File: config.mk
export PLATFORM = sky130hd
export DESIGN_NAME = kvli_div
export DESIGN_NICKNAME = d
export VERILOG_FILES = /design/src/keyframe_vec3_linear_interp_macros.svh /design/src/kvli_pkg.sv /design/src/kvli_div.sv
export SDC_FILE = /design/constraint.sdc
export NUM_CORES = 1
export LEC_CHECK = 0
export BUFFER_PORTS_ARGS = -buffer_cell sky130_fd_sc_hd__buf_2
export CAP_MARGIN = 20
export CORE_MARGIN = 2
export CORE_UTILIZATION = 30
export CTS_BUF_LIST = sky130_fd_sc_hd__clkbuf_16
export CTS_CLUSTER_SIZE = 12
export DETAILED_ROUTE_END_ITERATION = 10
export SETUP_SLACK_MARGIN = 0.4
export SLEW_MARGIN = 20
export SYNTH_ARGS = -nofsm -noshare
export SYNTH_HDL_FRONTEND = slang
export SYNTH_SLANG_ARGS = --single-unit
export TNS_END_PERCENT = 10
File: constraint.sdc
create_clock -name clk -period 3.4 [get_ports clk]
set_input_delay 0.17 -clock clk [delete_from_list [all_inputs] [get_ports clk]]
set_output_delay 0.17 -clock clk [all_outputs]
set_load 0.05 [all_outputs]
File: src/keyframe_vec3_linear_interp_macros.svh
// assertion macros for the keyframe interpolator
// used by the top level, expects clk and rst_n in scope
`ifndef KEYFRAME_VEC3_LINEAR_INTERP_MACROS_SVH
`define KEYFRAME_VEC3_LINEAR_INTERP_MACROS_SVH

// same-cycle implication
`define KVLI_ASSERT_IMP(lbl, ante, cons, msg) \
    lbl: assert property (@(posedge clk) disable iff (!rst_n) (ante) |-> (cons)) \
        else $error(msg);

// next-cycle implication
`define KVLI_ASSERT_NXT(lbl, ante, cons, msg) \
    lbl: assert property (@(posedge clk) disable iff (!rst_n) (ante) |=> (cons)) \
        else $error(msg);

`endif

File: src/kvli_pkg.sv
// shared types and constants of the keyframe interpolator
// no dependencies
package kvli_pkg;

    localparam int MAX_KEYS   = 64;
    localparam int ADDR_W     = 6;
    localparam int KEY_CNT_W  = 7;
    localparam int TIME_W     = 24;
    localparam int VAL_W      = 32;
    localparam int FRAC_BITS  = 16;
    localparam int STATUS_W   = 3;

    localparam logic OP_WRITE = 1'b0;
    localparam logic OP_QUERY = 1'b1;

    localparam logic [STATUS_W-1:0] ST_INTERP     = 3'd0;
    localparam logic [STATUS_W-1:0] ST_SINGLE     = 3'd1;
    localparam logic [STATUS_W-1:0] ST_CLAMP_LOW  = 3'd2;
    localparam logic [STATUS_W-1:0] ST_CLAMP_HIGH = 3'd3;
    localparam logic [STATUS_W-1:0] ST_WRITE_DONE = 3'd4;
    localparam logic [STATUS_W-1:0] ST_WRITE_BAD  = 3'd5;

    typedef struct packed {
        logic [TIME_W-1:0] key_time;
        logic [VAL_W-1:0]  x;
        logic [VAL_W-1:0]  y;
        logic [VAL_W-1:0]  z;
    } key_entry_t;

    typedef struct packed {
        logic              we;
        logic [ADDR_W-1:0] waddr;
        key_entry_t        wdata;
        logic              re;
        logic [ADDR_W-1:0] raddr;
    } mem_req_t;

    typedef struct packed {
        logic              start;
        logic [TIME_W-1:0] num;
        logic [TIME_W-1:0] den;
    } div_req_t;

    typedef struct packed {
        logic                 done;
        logic [FRAC_BITS-1:0] quot;
    } div_rsp_t;

endpackage

File: src/kvli_div.sv
// restoring divider for the blend factor, one quotient bit per cycle
// depends on kvli_pkg; numerator is below the denominator
module kvli_div
(
    input  logic               clk,
    input  logic               rst_n,
    input  kvli_pkg::div_req_t req,
    output kvli_pkg::div_rsp_t rsp
);

    localparam int CNT_W = $clog2(kvli_pkg::FRAC_BITS + 1);

    logic                          busy_reg, busy_next;
    logic [CNT_W-1:0]              cnt_reg, cnt_next;
    logic [kvli_pkg::TIME_W:0]     rem_reg, rem_next;
    logic [kvli_pkg::TIME_W-1:0]   den_reg, den_next;
    logic [kvli_pkg::FRAC_BITS-1:0] q_reg, q_next;
    logic [kvli_pkg::TIME_W:0]     rem_sh;
    logic                          done_reg, done_next;

    always_comb
    begin
        busy_next = busy_reg;
        cnt_next  = cnt_reg;
        rem_next  = rem_reg;
        den_next  = den_reg;
        q_next    = q_reg;
        done_next = 1'b0;
        rem_sh    = {rem_reg[kvli_pkg::TIME_W-1:0], 1'b0};
        if (req.start)
        begin
            busy_next = 1'b1;
            cnt_next  = '0;
            rem_next  = {1'b0, req.num};
            den_next  = req.den;
        end
        else if (busy_reg)
        begin
            if (rem_sh >= {1'b0, den_reg})
            begin
                rem_next = rem_sh - {1'b0, den_reg};
                q_next   = {q_reg[kvli_pkg::FRAC_BITS-2:0], 1'b1};
            end
            else
            begin
                rem_next = rem_sh;
                q_next   = {q_reg[kvli_pkg::FRAC_BITS-2:0], 1'b0};
            end
            cnt_next = cnt_reg + 1'b1;
            if (cnt_reg == CNT_W'(kvli_pkg::FRAC_BITS - 1))
            begin
                busy_next = 1'b0;
                done_next = 1'b1;
            end
        end
    end

    always_ff @(posedge clk or negedge rst_n)
    begin
        if (!rst_n)
        begin
            busy_reg <= 1'b0;
            done_reg <= 1'b0;
            cnt_reg  <= '0;
        end
        else
        begin
            busy_reg <= busy_next;
            done_reg <= done_next;
            cnt_reg  <= cnt_next;
        end
    end

    always_ff @(posedge clk)
    begin
        rem_reg <= rem_next;
        den_reg <= den_next;
        q_reg   <= q_next;
    end

    assign rsp.done = done_reg;
    assign rsp.quot = q_reg;

endmodule

* After elaboration in Yosys (flattened, before gate mapping)
Cells that the tools add are included.
Word-level totals: register bits after elaboration 71, bits of input ports 51
Cells by class: add/subtract/negate cells 2, order comparisons 1, eq/ne operators 1, multiplexer cells 12, bitwise gates (word level) 1, reductions and logical operators 2
Operator list (count):
- 24-bit 2-to-1 mux | 3
- 25-bit by 24-bit >= comparator with 1-bit output | 1
- 24-bit subtractor | 1
- 5-bit 2-to-1 mux | 2
- 1-bit 2-to-1 mux | 7
- 5-bit by 1-bit adder with 5-bit output (second input constant) | 1
- 5-bit by 4-bit == test with 1-bit output (second input constant) | 1
- 2-bit AND reduction | 1
- 2-bit nonzero test | 1
- 1-bit inverter | 1

* Logic depth before layout (Yosys ltp)
depth after elaboration 4, depth in mapped cells 11

* Worst setup path before layout
OpenSTA, ideal clock, no wires.
kind reg-to-reg, from register rem_reg[0] in the netlist's numbering, to register rem_reg[13] in the netlist's numbering, data pin, setup time 261 ps, data arrival time 2269 ps, required time 3139 ps, path slack 871 ps, stages on the path, launching flop included 11, buffers on the path 1, path through edfxtp_1 ha_1 nor2b_1 o2111ai_2 a311oi_2 o21ai_2 a21oi_4 o211a_4 nor2_4 buf_6 a221o_1
On the way: longest elaborated chain between the ends 4
Ends and longest elaborated chain:
- from (decl) | line kvli_div.sv:15 | logic [kvli_pkg::TIME_W:0] rem_reg, rem_next;
- from (signal assigned) | line kvli_div.sv:76 | rem_reg <= rem_next;
- 24-bit subtractor / 25-bit by 24-bit >= comparator with 1-bit output (equally long branches) | line kvli_div.sv:41, kvli_div.sv:39
- 24-bit 2-to-1 mux * | line kvli_div.sv:39 | if (rem_sh >= {1'b0, den_reg})
- 24-bit 2-to-1 mux * | line kvli_div.sv:37 | else if (busy_reg)
- 24-bit 2-to-1 mux * | line kvli_div.sv:30 | if (req.start)
- named net rem_next, one bit | line kvli_div.sv:15
Mark *: on every way through the listed nets, which the timed path passes. The rest lies on a longest branch. The select of a mux whose other input is x is not followed. A chain may end at the register's enable or synchronous reset.

* Worst setup path after layout
from register rem_reg[0] in the netlist's numbering, to register rem_reg[9] in the netlist's numbering, data pin
The elaborated chain is that of the path after synthesis.

==> impl_metrics.ini <==
[detailed_routing]
wirelength_um = 10100
vias = 3402
first_pass_iters = 4
drtIter0Drc = 142
viasPerCell = 5.08
wl_per_cell_um = 15.1
route.detailed.drc = 0
final_antenna_net_count = 0

[clocking]
clk_latency_ns = 0.34
cts-root-buf = clkbuf_16
h-tree-depth = 3
ctsLongestPathBuffers = 2
ctsResizeCount = 0
clk_pin_slew_ns = 0.06
tritoncts = yes
numCtsBuffers = 9
cts.sinks = 71

[power_and_ir_drop]
ir_worst_vdd_v = 0.000408
finalPower_mw = 4.33
p_per_area_nw_per_um2 = 814
p_leak_nw = 2.23

[timing]
maxSlewHeadroom = 0.477
final-hold-violation-count = 0
tns_ns = 0
worst_pin_slew_ns = 0.783
fin_crit_ns = 2.86
max_freq_mhz = 350
rsz0062_at_grt = false
final-setup-viol-count = 0
finClkSkew_ns = 0.00997
drv_slew = 0
period_share = 0.841

[yosys]
syn_area_per_cell_um2 = 10.8
ys_seq_elements = 71
synth_top_flop_cell = edfxtp_1
synth_edf_count = 64
synth-seq-area-share = 0.492
netlist_area_um2 = 4260
async_reset_ff_frac = 0.0986
syn_inst = 394
synth_compound_area_frac = 0.190
synth_fa_ha_area_frac = 0.0810
synth_top_area_frac = 0.451
yosysUniqueCellTypes = 64
yosysTopAreaCell = edfxtp_1
yosys_warnings = 0
muxShareOfSynthArea = 0.00235
synthesis.nets = 472
post_synth_xor_area_fraction = 0.0411
synth_top_family_by_area = compound AO/OA/AOI/OAI gates
synth_area_leaders = edfxtp_1 (45%), ha_1 (7.6%), dfrtp_1 (4.1%)
synthTopCellsByCount = edfxtp_1 (64), nand2_1 (38), inv_1 (32)
yosysMostFrequentCell = edfxtp_1
yosys.area_share.simple = 0.143

[worst_setup_path]
worstSetupPathType = reg -> reg
r2r_start = rem_reg[0]
cp_data_required_time_ns = 3.48
crit_path_top_delay_cell = edfxtp_1
crit_chain = ha_1 -> nor2b_1 -> o2111ai_2 -> a311oi_2 -> o21ai_2 -> a21oi_4 -> o211a_4 -> nor2_4 -> buf_4 -> a311o_1
critPathArrivalTime_ns = 2.94
end_kind = flip-flop
critical_path.max_stage_delay_ns = 0.40
startpoint_type = flip-flop
startpoint = rem_reg[0]
critPathMaxFanout = 10

[flow_run]
max-cap-violations = 0

[grt]
antenna_found_initial = 1
grt_usage = 0.142
grt_max_degree = 65
grt_pass1_vias = 3391
grt_first_pass_wirelength_um = 16500
grt_overflow = 0

[floorplanning]
die_w_um = 123
ios = 68
num_rows = 43
die_h_um = 123
core_area_um2 = 13900
die-area_um2 = 15200
start_util = 0.307

[final_layout]
drive_gt1_frac = 0.229
fin_util = 0.384
fillers = 1414
syn_to_final_growth_pct = 24.9
nNetsFinal = 562

[placement]
port_buffers = 67
place_congestion = 0.828
hpwl_um = 7190

[min_path]
worstHoldPathType = in -> reg
hp-start = req[19]

[run_status]
outcome = complete, no violations
what timing repair did:
item	4_1_cts	5_1_grt
endpoints found under the hold margin	26	1
setup buffers	0	3
hold buffers	20	1
endpoints found under the setup margin	0	13
final cells by class:
cell class              count  area (um2)  area share
diodes                      1        2.50    0.000470
clock buffers               9         225      0.0423
clock inverters             7        88.8      0.0167
inverters                  34         128      0.0240
multi-input cells         272        1950       0.367
flip-flops and latches     71        2100       0.394
well taps                 180         225      0.0423
repair buffers             96         606       0.114
cell families (layout without fill, tap and decap cells):
family,count (synthesis),in the layout
compound gates,103,103
xor+xnor,20,20
fa+ha+maj,27,27
buf+inv,51,146
flops,71,71
mux,1,1
other cells,0,1
simple gates,121,121
layer usage:
metal / vias to the layer above / track usage / part of all wire
li1: 1660 / - / -
met2: 93 / 0.230 / 0.46
met1: 1638 / 0.178 / 0.47
met4: 0 / 0.0575 / 0.017
met5: - / 0 / 0
met3: 11 / 0.0411 / 0.057
cells in the final DEF, fill, tap and decap left out, types with 8 or more instances in the layout:
master         synthesis  final
buf_2                  2     67
edfxtp_1              64     64
nand2_1               38     38
inv_1                 32     33
ha_1                  26     26
nor2_1                23     22
a21oi_1               22     22
dlygate4sd3_1          0     21
nand4_1               17     17
xor2_1                11     11
o21ai_0               10     10
xnor2_1                9      9
clkbuf_16              0      9
and2_1                 8      8
buf_4                  2      8
through the flow:
stage                     cell area [um2]  worst slack [ns]  hold WS, ns  instances
after floorplan                      4260             0.871       -0.126        394
after global placement               4770             0.639       0.0104        629
after detailed placement             4780             0.562       0.0177        629
after CTS                            5290             0.551     0.000120        665
after global routing                 5320             0.425      0.00326        669
final                                5330             0.540      0.00910        670
power breakdown:
part | switching (mW) | internal (mW)
logic | 1.23 | 0.803
registers | 0.106 | 1.20
clock network | 0.359 | 0.636
total | 1.69 | 2.64
path summary, 6_finish.rpt:
kind / end / slack (ns) / depth (start not counted)
setup / recovery: rem_reg[9] / 0.54 / 10
hold / removal: den_reg[19] / 0.009 / 1
setup reg to reg: rem_reg[9] / 0.54 / 10
hold reg to reg: q_reg[11] / 0.45 / 0
max in group asynchronous: done_reg / 3.04 / 2
min in group asynchronous: cnt_reg[1] / 0.20 / 2
worst max-delay path, delay by kind of cell (launching register included):
family | cells | cell delay, ns
AOI/OAI and AO/OA | 6 | 1.45
DFF | 1 | 0.40
adders and majority gates | 1 | 0.31
and+or+nand+nor | 2 | 0.26
buffers and inverters | 1 | 0.17
No activity file was read; power rests on OpenSTA's default activity.
